### src/hw/rtl/kqt_pkg.sv
// ----------------------------------------------------------------------------
// kqt_pkg
// Types, codes and constants shared by the keyed quantity table modules.
// ----------------------------------------------------------------------------
package kqt_pkg;

    localparam int KQT_ENTRIES = 16;
    localparam int KEY_W       = 32;
    localparam int AMOUNT_W    = 32;
    localparam int COUNT_W     = 31;
    localparam int WORD_W      = KEY_W + COUNT_W;

    localparam logic [COUNT_W-1:0] COUNT_MAX = {COUNT_W{1'b1}};

    typedef enum logic [1:0] {
        REQ_ADD    = 2'd0,
        REQ_REMOVE = 2'd1,
        REQ_QUERY  = 2'd2,
        REQ_CLEAR  = 2'd3
    } t_req_kind;

    typedef enum logic [1:0] {
        STS_OK      = 2'd0,
        STS_BAD_ARG = 2'd1,
        STS_MISSING = 2'd2,
        STS_FULL    = 2'd3
    } t_status;

    typedef struct packed {
        t_req_kind                   req_type;
        logic [KEY_W-1:0]            item_key;
        logic signed [AMOUNT_W-1:0]  amount;
    } t_in;

    typedef struct packed {
        t_status              status;
        logic [COUNT_W-1:0]   count;
        logic                 has_enough;
        logic                 changed;
    } t_out;

    typedef enum logic [1:0] {
        S_IDLE,
        S_SCAN,
        S_EXEC
    } t_state;

    typedef struct packed {
        logic load;
        logic scan;
        logic commit;
    } t_cmd;

    typedef struct packed {
        logic scan_done;
        logic out_free;
    } t_sts;

endpackage

### src/hw/rtl/kqt_ram.sv
// ----------------------------------------------------------------------------
// kqt_ram
// Generic single-write, single-read RAM with a registered read port.
// ----------------------------------------------------------------------------
module kqt_ram #(
    parameter int WIDTH = 8,
    parameter int DEPTH = 16,
    parameter int AW    = (DEPTH > 1) ? $clog2(DEPTH) : 1
) (
    input  logic             i_clk,
    input  logic             i_we,
    input  logic [AW-1:0]    i_waddr,
    input  logic [WIDTH-1:0] i_wdata,
    input  logic             i_re,
    input  logic [AW-1:0]    i_raddr,
    output logic [WIDTH-1:0] o_rdata
);

    logic [WIDTH-1:0] r_mem [0:DEPTH-1];
    logic [WIDTH-1:0] r_rdata;

    always_ff @(posedge i_clk) begin
        if (i_we) begin
            r_mem[i_waddr] <= i_wdata;
        end
        if (i_re) begin
            r_rdata <= r_mem[i_raddr];
        end
    end

    assign o_rdata = r_rdata;

endmodule

### src/hw/rtl/kqt_ctrl.sv
// ----------------------------------------------------------------------------
// kqt_ctrl
// Request sequencer: accept, scan the table, commit the update and result.
// ----------------------------------------------------------------------------
module kqt_ctrl (
    input  logic               i_clk,
    input  logic               i_rst_n,
    input  logic               i_in_valid,
    output logic               o_in_ready,
    input  kqt_pkg::t_sts      i_sts,
    output kqt_pkg::t_cmd      o_cmd
);
    import kqt_pkg::*;

    t_state r_state;
    t_state n_state;

    always_ff @(posedge i_clk) begin
        if (!i_rst_n) begin
            r_state <= S_IDLE;
        end else begin
            r_state <= n_state;
        end
    end

    always_comb begin
        n_state = r_state;
        unique case (r_state)
            S_IDLE: begin
                if (i_in_valid) begin
                    n_state = S_SCAN;
                end
            end
            S_SCAN: begin
                if (i_sts.scan_done) begin
                    n_state = S_EXEC;
                end
            end
            S_EXEC: begin
                if (i_sts.out_free) begin
                    n_state = S_IDLE;
                end
            end
            default: n_state = S_IDLE;
        endcase
    end

    always_comb begin
        o_cmd      = '0;
        o_in_ready = 1'b0;
        unique case (r_state)
            S_IDLE: begin
                o_in_ready = 1'b1;
                o_cmd.load = i_in_valid;
            end
            S_SCAN: begin
                o_cmd.scan = 1'b1;
            end
            S_EXEC: begin
                o_cmd.commit = i_sts.out_free;
            end
            default: begin
                o_cmd = '0;
            end
        endcase
    end

endmodule

### src/hw/rtl/kqt_dp.sv
// ----------------------------------------------------------------------------
// kqt_dp
// Table datapath: valid bits, key/count memory, scan compare and update.
// ----------------------------------------------------------------------------
module kqt_dp #(
    parameter int ENTRIES = kqt_pkg::KQT_ENTRIES
) (
    input  logic            i_clk,
    input  logic            i_rst_n,
    input  kqt_pkg::t_in    i_in,
    input  kqt_pkg::t_cmd   i_cmd,
    output kqt_pkg::t_sts   o_sts,
    input  logic            i_out_ready,
    output logic            o_out_valid,
    output kqt_pkg::t_out   o_out
);
    import kqt_pkg::*;

    localparam int IDX_W = (ENTRIES > 1) ? $clog2(ENTRIES) : 1;
    localparam int CNT_W = $clog2(ENTRIES + 1);

    t_in                r_req;
    logic [ENTRIES-1:0] r_valid;
    logic [CNT_W-1:0]   r_scan_idx;
    logic [IDX_W-1:0]   r_cmp_idx;
    logic               r_cmp_live;
    logic               r_hit;
    logic [IDX_W-1:0]   r_hit_idx;
    logic [COUNT_W-1:0] r_hit_cnt;
    logic               r_free_ok;
    logic [IDX_W-1:0]   r_free_idx;
    logic               r_out_valid;
    t_out               r_out;

    logic               rd_en;
    logic [WORD_W-1:0]  rd_word;
    logic [KEY_W-1:0]   rd_key;
    logic [COUNT_W-1:0] rd_cnt;
    logic               match;
    logic               last_cmp;
    logic               amt_pos;
    logic               key_zero;
    logic               skip;
    logic [COUNT_W:0]   add_sum;
    logic [COUNT_W-1:0] add_new;
    logic               rem_short;
    logic [COUNT_W-1:0] rem_new;
    logic               we;
    logic [IDX_W-1:0]   waddr;
    logic [COUNT_W-1:0] wcnt;
    t_out               n_out;
    logic [ENTRIES-1:0] n_valid;

    assign rd_en    = i_cmd.scan && (r_scan_idx < CNT_W'(ENTRIES));
    assign rd_key   = rd_word[WORD_W-1:COUNT_W];
    assign rd_cnt   = rd_word[COUNT_W-1:0];
    assign match    = r_cmp_live && r_valid[r_cmp_idx] && (rd_key == r_req.item_key);
    assign last_cmp = r_cmp_live && (r_cmp_idx == IDX_W'(ENTRIES - 1));

    assign amt_pos  = !r_req.amount[AMOUNT_W-1] && (r_req.amount != '0);
    assign key_zero = (r_req.item_key == '0);
    assign skip     = (r_req.req_type == REQ_CLEAR) || key_zero ||
                      (((r_req.req_type == REQ_ADD) || (r_req.req_type == REQ_REMOVE))
                       && !amt_pos);

    assign o_sts.scan_done = skip || match || last_cmp;
    assign o_sts.out_free  = !r_out_valid || i_out_ready;

    kqt_ram #(
        .WIDTH (WORD_W),
        .DEPTH (ENTRIES),
        .AW    (IDX_W)
    ) u_ram (
        .i_clk   (i_clk),
        .i_we    (we),
        .i_waddr (waddr),
        .i_wdata ({r_req.item_key, wcnt}),
        .i_re    (rd_en),
        .i_raddr (r_scan_idx[IDX_W-1:0]),
        .o_rdata (rd_word)
    );

    always_ff @(posedge i_clk) begin
        if (i_cmd.load) begin
            r_req      <= i_in;
            r_scan_idx <= '0;
            r_hit      <= 1'b0;
            r_free_ok  <= 1'b0;
        end else if (i_cmd.scan) begin
            if (rd_en) begin
                r_scan_idx <= r_scan_idx + CNT_W'(1);
            end
            r_cmp_idx <= r_scan_idx[IDX_W-1:0];
            if (match) begin
                r_hit     <= 1'b1;
                r_hit_idx <= r_cmp_idx;
                r_hit_cnt <= rd_cnt;
            end
            if (r_cmp_live && !r_valid[r_cmp_idx] && !r_free_ok) begin
                r_free_ok  <= 1'b1;
                r_free_idx <= r_cmp_idx;
            end
        end
        if (i_cmd.commit) begin
            r_out <= n_out;
        end
    end

    always_ff @(posedge i_clk) begin
        if (!i_rst_n) begin
            r_valid     <= '0;
            r_cmp_live  <= 1'b0;
            r_out_valid <= 1'b0;
        end else begin
            r_valid <= n_valid;
            if (i_cmd.load) begin
                r_cmp_live <= 1'b0;
            end else if (i_cmd.scan) begin
                r_cmp_live <= rd_en;
            end
            if (i_cmd.commit) begin
                r_out_valid <= 1'b1;
            end else if (i_out_ready) begin
                r_out_valid <= 1'b0;
            end
        end
    end

    assign add_sum   = {1'b0, r_hit_cnt} + {1'b0, r_req.amount[COUNT_W-1:0]};
    assign add_new   = add_sum[COUNT_W] ? COUNT_MAX : add_sum[COUNT_W-1:0];
    assign rem_short = ({1'b0, r_hit_cnt} < r_req.amount);
    assign rem_new   = r_hit_cnt - r_req.amount[COUNT_W-1:0];

    always_comb begin
        n_out   = '0;
        n_valid = r_valid;
        we      = 1'b0;
        waddr   = r_hit_idx;
        wcnt    = add_new;
        unique case (r_req.req_type)
            REQ_ADD: begin
                if (key_zero || !amt_pos) begin
                    n_out.status = STS_BAD_ARG;
                end else if (r_hit) begin
                    we            = 1'b1;
                    n_out.count   = add_new;
                    n_out.changed = 1'b1;
                end else if (r_free_ok) begin
                    we             = 1'b1;
                    waddr          = r_free_idx;
                    wcnt           = r_req.amount[COUNT_W-1:0];
                    n_valid[r_free_idx] = 1'b1;
                    n_out.count    = r_req.amount[COUNT_W-1:0];
                    n_out.changed  = 1'b1;
                end else begin
                    n_out.status = STS_FULL;
                end
            end
            REQ_REMOVE: begin
                wcnt = rem_new;
                if (key_zero || !amt_pos) begin
                    n_out.status = STS_BAD_ARG;
                end else if (!r_hit || rem_short) begin
                    n_out.status = STS_MISSING;
                end else begin
                    we            = 1'b1;
                    n_out.count   = rem_new;
                    n_out.changed = 1'b1;
                    if (rem_new == '0) begin
                        n_valid[r_hit_idx] = 1'b0;
                    end
                end
            end
            REQ_QUERY: begin
                n_out.count      = r_hit ? r_hit_cnt : '0;
                n_out.has_enough = ($signed({1'b0, n_out.count}) >= r_req.amount);
            end
            REQ_CLEAR: begin
                n_valid = '0;
            end
            default: begin
                n_out = '0;
            end
        endcase
        if (!i_cmd.commit) begin
            we      = 1'b0;
            n_valid = r_valid;
        end
    end

    assign o_out_valid = r_out_valid;
    assign o_out       = r_out;

endmodule

### src/hw/rtl/keyed_quantity_table.sv
// ----------------------------------------------------------------------------
// keyed_quantity_table
// Table of unique keys with saturating quantities: add, remove, query, clear.
// ----------------------------------------------------------------------------
// Each request returns exactly one result item. The block works on one item
// at a time: after acceptance it scans the key/count memory one entry per
// cycle through its single read port, stopping early on a key match and at
// once for a clear or rejected arguments, then commits the update and the
// result once the result register is free. Valid bits are flip-flops
// cleared by reset and by a clear request, so no clearing pass is needed. A
// new item is taken while the previous result still waits in the output
// register.
module keyed_quantity_table #(
    parameter int ENTRIES = kqt_pkg::KQT_ENTRIES
) (
    input  logic           i_clk,
    input  logic           i_rst_n,
    input  logic           i_in_valid,
    output logic           o_in_ready,
    input  kqt_pkg::t_in   i_in,
    output logic           o_out_valid,
    input  logic           i_out_ready,
    output kqt_pkg::t_out  o_out
);
    import kqt_pkg::*;

    t_cmd cmd;
    t_sts sts;

    kqt_ctrl u_ctrl (
        .i_clk      (i_clk),
        .i_rst_n    (i_rst_n),
        .i_in_valid (i_in_valid),
        .o_in_ready (o_in_ready),
        .i_sts      (sts),
        .o_cmd      (cmd)
    );

    kqt_dp #(
        .ENTRIES (ENTRIES)
    ) u_dp (
        .i_clk       (i_clk),
        .i_rst_n     (i_rst_n),
        .i_in        (i_in),
        .i_cmd       (cmd),
        .o_sts       (sts),
        .i_out_ready (i_out_ready),
        .o_out_valid (o_out_valid),
        .o_out       (o_out)
    );

endmodule

### config.mk
export PLATFORM = sky130hd
export DESIGN_NAME = keyed_quantity_table
export DESIGN_NICKNAME = d
export VERILOG_FILES = /design/src/hw/rtl/kqt_pkg.sv /design/src/hw/rtl/kqt_ram.sv /design/src/hw/rtl/kqt_ctrl.sv /design/src/hw/rtl/kqt_dp.sv /design/src/hw/rtl/keyed_quantity_table.sv
export SDC_FILE = /design/constraint.sdc
export NUM_CORES = 1
export LEC_CHECK = 0
export BUFFER_PORTS_ARGS = -buffer_cell sky130_fd_sc_hd__buf_2
export CAP_MARGIN = 15
export CORE_ASPECT_RATIO = 1.5
export CORE_UTILIZATION = 45
export DETAILED_ROUTE_END_ITERATION = 10
export PLACE_DENSITY = 0.67
export SLEW_MARGIN = 40
export SYNTH_ARGS = -nofsm -noshare
export SYNTH_HDL_FRONTEND = slang
export SYNTH_SLANG_ARGS = --single-unit
### constraint.sdc
create_clock -name i_clk -period 6.6 [get_ports i_clk]
set_input_delay 0.99 -clock i_clk [delete_from_list [all_inputs] [get_ports i_clk]]
set_output_delay 0.99 -clock i_clk [all_outputs]
set_load 0.05 [all_outputs]
# ---- Yosys cells after proc, flatten, opt, wreduce, memory -nomap -nowiden
# Memory sizes are Yosys's and may differ from the RTL's. A register that Yosys moved wholly into a read port is not among the register bits.
# Index checks and enable logic that the tools add are counted.
# W data, S select, Z words.
dict set report totals {
  memories 1
  input_bits 70
  ff_bits 171
  word_cells 145
  out_inout_bits 37
  mem_bits_rw 1008
}
dict set report classes {
  n_lt_le_gt_ge 8
  n_addsub 3
  eq_ne 16
  muxes 54
  n_reduce_logical 40
  n_bitwise 5
}
# name words word_bits rd rd_clocked_by_memory_dff wr line
set memory_table {}
lappend memory_table {u_dp.u_ram.r_mem 16 63 1 1 1 kqt_ram.sv:19} ;# logic [WIDTH-1:0] r_mem [0:DEPTH-1];
# cell count
set ops {}
lappend ops {{$mux W31} 10}
lappend ops {{$mux W16} 6}
lappend ops {{$pmux W31 S3} 1}
lappend ops {{$pmux W31 S2} 1}
lappend ops {{$pmux W16 S3} 1}
lappend ops {{$add A31 B31 Y32} 1}
lappend ops {{$eq A32 B32 Y1} 1}
lappend ops {{$ge A32 B32 Y1} 1}
lappend ops {{$logic_not A32 Y1} 1}
lappend ops {{$lt A31 B32 Y1} 1}
lappend ops {{$reduce_bool A32 Y1} 1}
lappend ops {{$logic_not A31 Y1} 1}
lappend ops {{$sub A31 B31 Y31} 1}
lappend ops {{$mux W1} 17}
lappend ops {{$and A16 B16 Y16} 1}
lappend ops {{$mux W2} 8}
lappend ops {{$mux W4} 4}
lappend ops {{$not A16 Y16} 1}
lappend ops {{$or A16 B16 Y16} 1}
lappend ops {{$lt A4 B5 Y1 const B} 3}
lappend ops {{$ne A2 B2 Y1 const B} 7}
lappend ops {{$logic_and A1 B1 Y1} 10}
lappend ops {{$reduce_and A3 Y1} 3}
lappend ops {{$demux W1 S4} 2}
lappend ops {{other kinds (20)} 42}

# ---- Logic depth before layout (Yosys ltp)
# Gate-level depths: netlist (run 1).
dict set report logic_depth {
  word_depth 10
  mapped_depth 16
  ltp_nobuf 15
}

# ---- Modules after synthesis
# From an unflattened synthesis (run 1), not the netlist that was laid out.
dict set report unflattened {
  hier_cells 2912
  area_unflattened_um2 52313.9
}
# module seq_area_each_um2 n_inst cells_per_inst area_each_um2
set modules_own_cells {}
lappend modules_own_cells {kqt_ram 32160.8 1 1622 39621.8}
lappend modules_own_cells {kqt_dp 4824.6 1 1278 12573.3}
lappend modules_own_cells {kqt_ctrl 40.0 1 12 118.9}

# ---- Least setup slack after synthesis (run 1)
# OpenSTA, ideal clock, no wires.
dict set report synth_path {
  path_kind {input to register}
  start {input i_out_ready}
  end {memory u_dp.u_ram.r_mem[3][0] (netlist name) (enable)}
  path_stages 5
  path_buffers 0
  setup_ps 485
  arrival_ps 6032
  setup_slack_ps 84
  required_ps 6115
  cell_sequence {nand2b_1 -> nor2b_1 -> a21boi_0 -> nand2_1 -> nor2_1}
}
# element line
set synth_rtl {}
lappend synth_rtl {{from (decl)} keyed_quantity_table.sv:22} ;# input logic i_out_ready,
lappend synth_rtl {{to (decl)} kqt_ram.sv:19}

# ---- Worst setup path after layout (run 1)
dict set report layout_path {
  start {register u_dp.r_req[0] (netlist name)}
  end {memory u_dp.u_ram.r_mem[0][30] (netlist name), data pin}
}
dict set report layout_between {
  elab_chain_len 6
  elab_cells_between_ends 11
  classes_between {add/sub (2); mux (5); reduce/logical (4)}
}
# element line
set layout_lines {}
lappend layout_lines {{from (decl)} kqt_dp.sv:22} ;# t_in r_req;
lappend layout_lines {{from (signal assigned)} kqt_dp.sv:85} ;# r_req <= i_in;
lappend layout_lines {{$add A31 B31 Y32 / $reduce_bool A32 Y1 (equally long branches)} {kqt_dp.sv:129, kqt_dp.sv:60}}
lappend layout_lines {{$mux W31 / $logic_and A1 B1 Y1 (equally long branches)} {kqt_dp.sv:130, kqt_dp.sv:60}}
lappend layout_lines {{$mux W31 / $logic_not A1 Y1 (equally long branches)} {kqt_dp.sv:148, kqt_dp.sv:142}}
lappend layout_lines {{$mux W31 / $logic_or A1 B1 Y1 (equally long branches)} {kqt_dp.sv:144, kqt_dp.sv:142}}
lappend layout_lines {{$mux W31} kqt_dp.sv:142} ;# if (key_zero || !amt_pos) begin
lappend layout_lines {{$pmux W31 S2 *} kqt_dp.sv:140} ;# unique case (r_req.req_type)
lappend layout_lines {{net u_dp.u_ram.i_wdata[30]} kqt_ram.sv:13} ;# input logic [WIDTH-1:0] i_wdata,
# The timed path passes the listed nets; every way through them passes the cells marked *.

==> key figures, run 1 <==
Run status
  – Status: finished clean

Critical path
  – CP Cell Sequence: ha_1 -> inv_1 -> fa_1 -> o21bai_1 -> nor4b_1 -> nor4b_1 -> a211oi_1 -> o41ai_2 -> o22ai_1 -> nand2b_1 -> a311oi_1 -> xnor2_1 -> a31oi_1 -> or3_1
  – Crit-path most repeated cell: nor4b_1
  – Crit path from: u_dp.r_req[0]$_DFFE_PP_
  – Worst r2r src: u_dp.r_req[0]$_DFFE_PP_
  – Worst setup EP type: flip-flop
  – Critical Path Max Stage Delay: 870 ps
  – Buf/Inv on CP: 1
  – Arrival @ worst endpoint: 5910 ps
  – Crit path max fanout: 16
  – Cell family with most CP delay: compound AO/OA/AOI/OAI gates
  – Slowest cell on crit path: a211oi_1
  – Crit Path Class: reg2reg
  – Setup crit start kind: flip-flop
  – Req. time, crit path: 6980 ps

STA
  – Final min period: 5530 ps
  – Relative slew slack: 0.334
  – Fmax: 181 MHz
  – RSZ-0062 raised after global routing: no
  – Tightest Pin Transition: 993 ps
  – Slew Viols, Final: 0
  – Setup violations, final: 0
  – Fin. Hold Viols: 0
  – Setup tns final: 0 ps
  – Final Skew: 51.2 ps
  – Period Utilization, post-route: 0.839

Drt
  – DR iter-0 viols: 2651
  – DRT Pass-1 Iters: 5
  – Met3 wire len: 6600 um
  – Avg Vias per Cell: 5.98
  – Via count: 27600
  – WL/cell: 28.6 um
  – Top sig layer: met4
  – Final ANT Viol Nets: 0
  – Final WL: 132000 um
  – DRT met1 WL: 49800 um
  – Routed length on met2: 70700 um
  – DRC viols: 0

Clocking
  – Sink Count: 1242
  – Clock Path Buffers: 3
  – CTS H-tree lvls: 3
  – Clock slew at the register clock pins of the worst setup and hold paths: 70 ps
  – Post_cts resized: 0
  – CTS tree: done
  – Hold buffers post-CTS: 0
  – Post-CTS Setup Inserts: 0
  – Inserted Clock Buffers: 114
  – Root Driver: clkbuf_16
  – Clk_lat worst skew: 750 ps

Synth
  – Post-synthesis sequential area ratio: 0.714
  – Avg Cell Area, Syn: 18.7 sq um
  – Synth unique cells: 71
  – Area of the mapped netlist: 51800 sq um
  – Yosys warning total: 0
  – Synth Flop Type: edfxtp_1
  – Cells after Synth: 2777
  – Post-synth EDFFs: 1215
  – FF+latch count, synth: 1242
  – Asr flop ratio synth: 0
  – Post-synthesis net count: 2943

Global routing
  – First-pass GRT wire length: 194000 um
  – Overall global routing resource usage: 0.229
  – Initial antenna violation count: 1
  – Vias in the first global route: 28800
  – Total global routing overflow: 0
  – Largest net degree at the start of global routing: 130

Floorplanning
  – DIE HEIGHT: 418 um
  – Initial core utilization: 0.453
  – Core area: 114000 sq um
  – Rows: 152
  – Die Wd: 279 um
  – Die area: 117000 sq um
  – Boundary Pins: 107

Pwr
  – LEAKAGE: 0.0188 uW
  – PD cells: 296 nW/um^2
  – Maximum vdd drop: 0.000231 V

Layout
  – Syn-to-layout area delta: 14.4%
  – Most common cell after layout, fill and taps aside: edfxtp_1
  – Core Util, Final: 0.519
  – Ant diodes: 0
  – NumNets Final: 3143
  – Final Cell Area: 59300 sq um
  – Leading cell types in the layout, fill and taps excluded: 1215 x edfxtp_1, 320 x mux4_2, 115 x clkbuf_16
  – Layout cells sized above 1: 0.247

Min path
  – HP Class: reg2reg
  – Worst Min Path Start: u_dp.u_ram.o_rdata[29]$_DFFE_PP_

Placed design
  – DP Wirelength: 84100 um
  – PortBufs: 106
  – Post-DP Area: 55500 sq um
  – Routability congestion estimate: 0.993

Run
  – Max Cap Viol: 0
## state kept, by name, summed over array words and instances, names as in the netlist, 5 cells and up
name and flops:
u_dp.u_ram.r_mem 1008, u_dp.r_req 66, u_dp.u_ram.o_rdata 63, u_dp.o_out 35
u_dp.r_hit_cnt 31, u_dp.r_valid 16, u_dp.r_scan_idx 5
## worst register-to-register path, cell delays in order (launching register included)
cell and delay [ps]:
edfxtp_1 460, ha_1 230, inv_1 80, fa_1 460, o21bai_1 260, nor4b_1 520
nor4b_1 180, a211oi_1 870, o41ai_2 260, o22ai_1 420, nand2b_1 280, a311oi_1 140
xnor2_1 220, a31oi_1 130, or3_1 660
## path summary, 6_finish.rpt
path,depth (start not counted),slack [ps],endpoint
worst max-delay path,14,1070,u_dp.u_ram.r_mem[0][30]$_DFFE_PP_
worst min-delay path,0,410,u_dp.r_hit_cnt[29]$_DFFE_PP_
worst max register to register,14,1070,u_dp.u_ram.r_mem[0][30]$_DFFE_PP_
worst min register to register,0,410,u_dp.r_hit_cnt[29]$_DFFE_PP_
## cell type report
| cell class | count | area (sq um) |
|---|---|---|
| clock buffer | 134 | 2950 |
| clock inverter | 81 | 810 |
| fill | 8998 | 55000 |
| inverter | 68 | 258 |
| multi-input combinational | 1335 | 14300 |
| sequential | 1242 | 37000 |
| tap | 1540 | 1930 |
| timing repair buffer | 216 | 2000 |
## power breakdown
| group | leakage, uW | switching [uW] | internal [uW] | total [uW] |
|---|---|---|---|---|
| clock | 0.00182 | 2940 | 3670 | 6610 |
| sequential | 0.0112 | 140 | 8900 | 9040 |
| combinational | 0.00582 | 1020 | 875 | 1890 |
| total | 0.0188 | 4100 | 13400 | 17500 |
## logic make-up (layout without fill, tap and decap cells)
family	Yosys count	after routing	share of synthesized area
mux	325	325	0.140
buf+inv	200	499	0.0147
compound gates	388	388	0.0505
simple gates	446	446	0.0434
flops	1242	1242	0.714
fa+ha+maj	96	96	0.0235
xor+xnor	80	80	0.0135
## stage by stage
step / std cells / power [uW] / hold slack, ps / worst slack (ps)
floorplan: 2777 / 10500 / 400 / 83.5
finish: 4616 / 17500 / 410 / 1070
CTS: 4615 / 17700 / 362 / 1070
global route: 4616 / 18100 / 400 / 903
global placement: 4394 / 11000 / 401 / 1060
detailed placement: 4400 / 11100 / 405 / 1100
## Yosys cell counts, types with 5 or more instances
cell type	n	area (sq um)
nand3_1	23	115
a311oi_1	5	43.8
nor2_1	109	409
xor2_1	12	105
clkbuf_1	105	394
nand2b_1	25	156
nand4_1	24	150
ha_1	94	1180
o21ai_0	64	320
o21bai_1	16	120
and2_1	39	244
a22oi_1	9	67.6
o221ai_1	24	210
nor3_1	45	225
nand2_1	94	353
a211oi_1	11	82.6
o31ai_1	13	97.6
a31oi_1	13	81.3
and3_1	7	43.8
a221o_1	6	60.1
o21a_1	14	105
a21oi_1	95	475
edfxtp_1	1215	36500
dfxtp_1	27	541
or3_1	19	119
a21o_1	28	210
o31a_1	6	52.6
buf_1	21	78.8
nor2b_1	13	81.3
o211ai_1	35	263
nor4_1	23	144
o2111ai_1	6	52.6
mux4_2	320	7210
buf_2	5	25.0
xnor2_1	68	596
a211o_1	13	114
inv_1	67	251
## metal layers
metal	global-route usage	vias up
met4	0.0932	0
met5	0	-
met3	0.0274	247
met2	0.415	1059
met1	0.278	14500
li1	-	11800
No activity file was read; power rests on OpenSTA's default activity.
==> run 2, diff against run 1 <==
clock period = 4.85 ns   (was 6.6 ns; I/O delays follow)
==> run 2 against run 1 <==
Against the previous run: first-iteration DRC count grew 7.1%; worst hold slack lost 270 ps; cell count grew 3.4%; combinational power grew 41%; register-to-register slack lost 1000 ps; critical endpoint is now u_dp.r_valid[2]$_SDFFE_PN0P_.
==> key figures, run 2 (synthesis gave the netlist of run 1 again) <==
Drt
  – DR iter-0 viols: 2839 (+7.1%)
  – DRC viols: 0 (unchanged)
  – Via count: 28400 (+3.0%)
  – WL/cell: 28.4 um (-0.72%)
  – Final ANT Viol Nets: 0 (unchanged)
  – Final WL: 135000 um (+2.6%)
  – Avg Vias per Cell: 5.96 (-0.30%)
  – DRT Pass-1 Iters: 7 (+2)

Placed design
  – PortBufs: 106 (unchanged)
  – Post-DP Area: 57100 sq um (+2.9%)
  – Routability congestion estimate: 0.974 (-1.9%)
  – Pre-CTS setup slack: -202 ps (-1300 ps)
  – DP Wirelength: 87700 um (+4.3%)

Layout
  – Register area: 37000 sq um (unchanged)
  – Largest Register: u_dp.u_ram.r_mem
  – Syn-to-layout area delta: 17.7%
  – Fillcell total: 8830 (-1.9%)
  – Final Cell Area: 61000 sq um (+2.9%)
  – Max FFs per register: 1008 (unchanged)
  – Layout cells sized above 1: 0.286 (+0.0389)
  – Ant diodes: 0 (unchanged)
  – Most common cell after layout, fill and taps aside: edfxtp_1
  – Leading cell types in the layout, fill and taps excluded: 1215 x edfxtp_1, 320 x mux4_2, 177 x buf_4
  – NumNets Final: 3300 (+5.0%)
  – Multi-input gate area: 14300 sq um (about the same)

Critical path
  – Register-to-Register Path Depth: 13 (-1)
  – Worst setup EP type: flip-flop
  – Slowest cell on crit path: or4_1
  – Arrival @ worst endpoint: 5420 ps (-490 ps)
  – Critical Path Max Stage Delay: 670 ps (-200 ps)
  – Buf/Inv on CP: 2 (+1)
  – RR Endpoint: u_dp.r_valid[2]$_SDFFE_PN0P_
  – Cell family with most CP delay: compound AO/OA/AOI/OAI gates
  – Setup crit start kind: flip-flop
  – Crit path max fanout: 10 (-6)
  – Flop-to-flop setup slack: 60 ps (-1000 ps)
  – Worst r2r src: u_dp.r_req[6]$_DFFE_PP_
  – Req. time, crit path: 5490 ps (-1490 ps)
  – Crit Path Class: reg2reg
  – CP Cell Sequence: inv_1 -> ha_1 -> buf_4 -> o21a_1 -> o211ai_1 -> a22oi_1 -> o21ai_0 -> nand2_1 -> xnor2_1 -> nand4b_1 -> or4_1 -> or4_4 -> o31a_1

Clocking
  – CTS H-tree lvls: 3 (unchanged)
  – Clock slew at the register clock pins of the worst setup and hold paths: 70 ps (about the same)
  – Hold buffers post-CTS: 0 (unchanged)
  – Clock Path Buffers: 3 (unchanged)
  – CTS tree: done
  – Sink Count: 1242 (unchanged)
  – Clk_lat worst skew: 760 ps (about the same)
  – Root Driver: clkbuf_16
  – Inserted Clock Buffers: 113 (-0.88%)

Global routing
  – Overall global routing resource usage: 0.234 (+0.00477)
  – Initial antenna violation count: 0 (-1)
  – GR Layer Usage met2: 0.417 (+0.00274)
  – M1 GR Usage: 0.284 (+0.00637)
  – First-pass GRT wire length: 199000 um (+2.6%)
  – Met3 Usage GRT: 0.0319 (+0.00452)
  – Total global routing overflow: 0 (unchanged)
  – Largest net degree at the start of global routing: 92 (-29%)
  – Global route hottest layer: met2
  – Vias in the first global route: 29800 (+3.5%)

Min path
  – Hold Crit Depth: 1 (+1)
  – Worst Min Path Start: i_in[52]
  – HP Class: in2reg
  – Endpoint, Worst Hold: u_dp.r_req[52]$_DFFE_PP_

Pwr
  – LEAKAGE: 0.0198 uW (+5.1%)
  – PD cells: 394 nW/um^2 (+33%)
  – Clock Power Share: 0.377 (about the same)
  – P_sw: 5680 uW (+38%)
  – Gate power share: 0.111 (+0.003)
  – Maximum vdd drop: 0.000328 V (+42%)
  – Reg power frac: 0.512 (-0.003)
  – Sw Share: 0.236 (+0.00251)
  – Internal power: 18300 uW (+36%)

STA
  – Fin. Hold Viols: 0 (unchanged)
  – Slew Viols, Final: 0 (unchanged)
  – Relative slew slack: 0.381 (+0.0471)
  – Setup tns final: 0 ps (unchanged)
  – Final Skew: 71.7 ps (+20.4 ps)
  – Fmax: 209 MHz (+16%)
  – Final worst slack: 64.3 ps (-1000 ps)
  – RSZ-0062 raised after global routing: no
  – Tightest Pin Transition: 918 ps (-74.4 ps)
  – Final min period: 4790 ps (-749 ps)
  – Setup violations, final: 0 (unchanged)
  – Period Utilization, post-route: 0.987 (+0.148)

Floorplanning
  – Die area: 117000 sq um (unchanged)
  – Core area: 114000 sq um (unchanged)
  – Rows: 152 (unchanged)
  – Initial core utilization: 0.453 (unchanged)
  – Die Wd: 279 um (unchanged)
  – Boundary Pins: 107 (unchanged)
  – DIE HEIGHT: 418 um (unchanged)

Run status
  – Status: finished clean

Run
  – Max Cap Viol: 0 (unchanged)
==> run 2: cell types whose count changed in the layout (fill, tap and decap cells not counted), sizes merged <==
cell      previous run  this run
buf                216       373
bufinv              11        12
clkbuf             134       123
clkinv              52        62
clkinvlp             7         8
inv                 79        76
==> run 2: layout make-up <==
cell class                      instances  area share
Clock buffer                          122      0.0469
Timing Repair Buffer                  374      0.0606
Sequential cell                      1242       0.607
Multi-Input combinational cell       1335       0.234
Clock inverter                         90      0.0153
Inverter                               68     0.00423
Tap cell                             1540      0.0316
==> run 2: worst register-to-register path, cell delays in order, from the launching register on <==
cell	delay [ps]
edfxtp_1	470
inv_1	100
ha_1	300
buf_4	190
o21a_1	200
o211ai_1	360
a22oi_1	250
o21ai_0	570
nand2_1	250
xnor2_1	240
nand4b_1	190
or4_1	670
or4_4	570
o31a_1	320
==> run 2: stage by stage <==
stage	utilization	hold WS, ps	cells	total power (uW)
floorplan	-	400	2777	14300
global placement	0.499	402	4549	15100
detailed placement	0.499	406	4552	15200
CTS	0.533	79.3	4765	24200
global route	0.534	111	4771	24800
finish	0.534	139	4771	24000
==> run 2: what timing repair did <==
action | in CTS | in global routing
setup endpoints to repair | 10 | 824
endpoints found under the hold margin | 0 | 0
setup buffers | 1 | 4
pin swaps | 0 | 2
gates resized for setup | 1 | 8
cloned | 0 | 1
==> run 2: routing by layer <==
layer | vias to the layer above | part of all wire
met1 | 14800 | 0.38
met3 | 306 | 0.053
met5 | - | 0
met2 | 1130 | 0.53
met4 | 0 | 0.042
li1 | 12200 | -
==> run 2: power groups by stage <==
stage | clock network, uW | logic (uW) | registers (uW)
floorplan | 0 | 1810 | 12500
global placement | 0 | 2620 | 12500
detailed placement | 0 | 2660 | 12500
CTS | 9220 | 2680 | 12300
global route | 9600 | 2830 | 12300
finish | 9060 | 2660 | 12300
==> run 2: how the worst max path moves through the flow <==
stage | endpoint | slack [ps] | start | depth (start not counted)
after global placement | u_dp.r_valid[1]$_SDFFE_PN0P_ | -160 | u_dp.r_req[10]$_DFFE_PP_ | 12
after CTS | u_dp.u_ram.r_mem[0][2]$_DFFE_PP_ | 40 | u_dp.r_req[7]$_DFFE_PP_ | 17
final | u_dp.r_valid[2]$_SDFFE_PN0P_ | 60 | u_dp.r_req[6]$_DFFE_PP_ | 13
after detailed placement | u_dp.r_valid[2]$_SDFFE_PN0P_ | -200 | u_dp.r_req[10]$_DFFE_PP_ | 12
after global routing | u_dp.r_valid[2]$_SDFFE_PN0P_ | 9 | u_dp.r_req[0]$_DFFE_PP_ | 14
after floorplan | u_dp.u_ram.r_mem[11][0]$_DFFE_PP_ | -460 | u_dp.r_req[4]$_DFFE_PP_ | 14
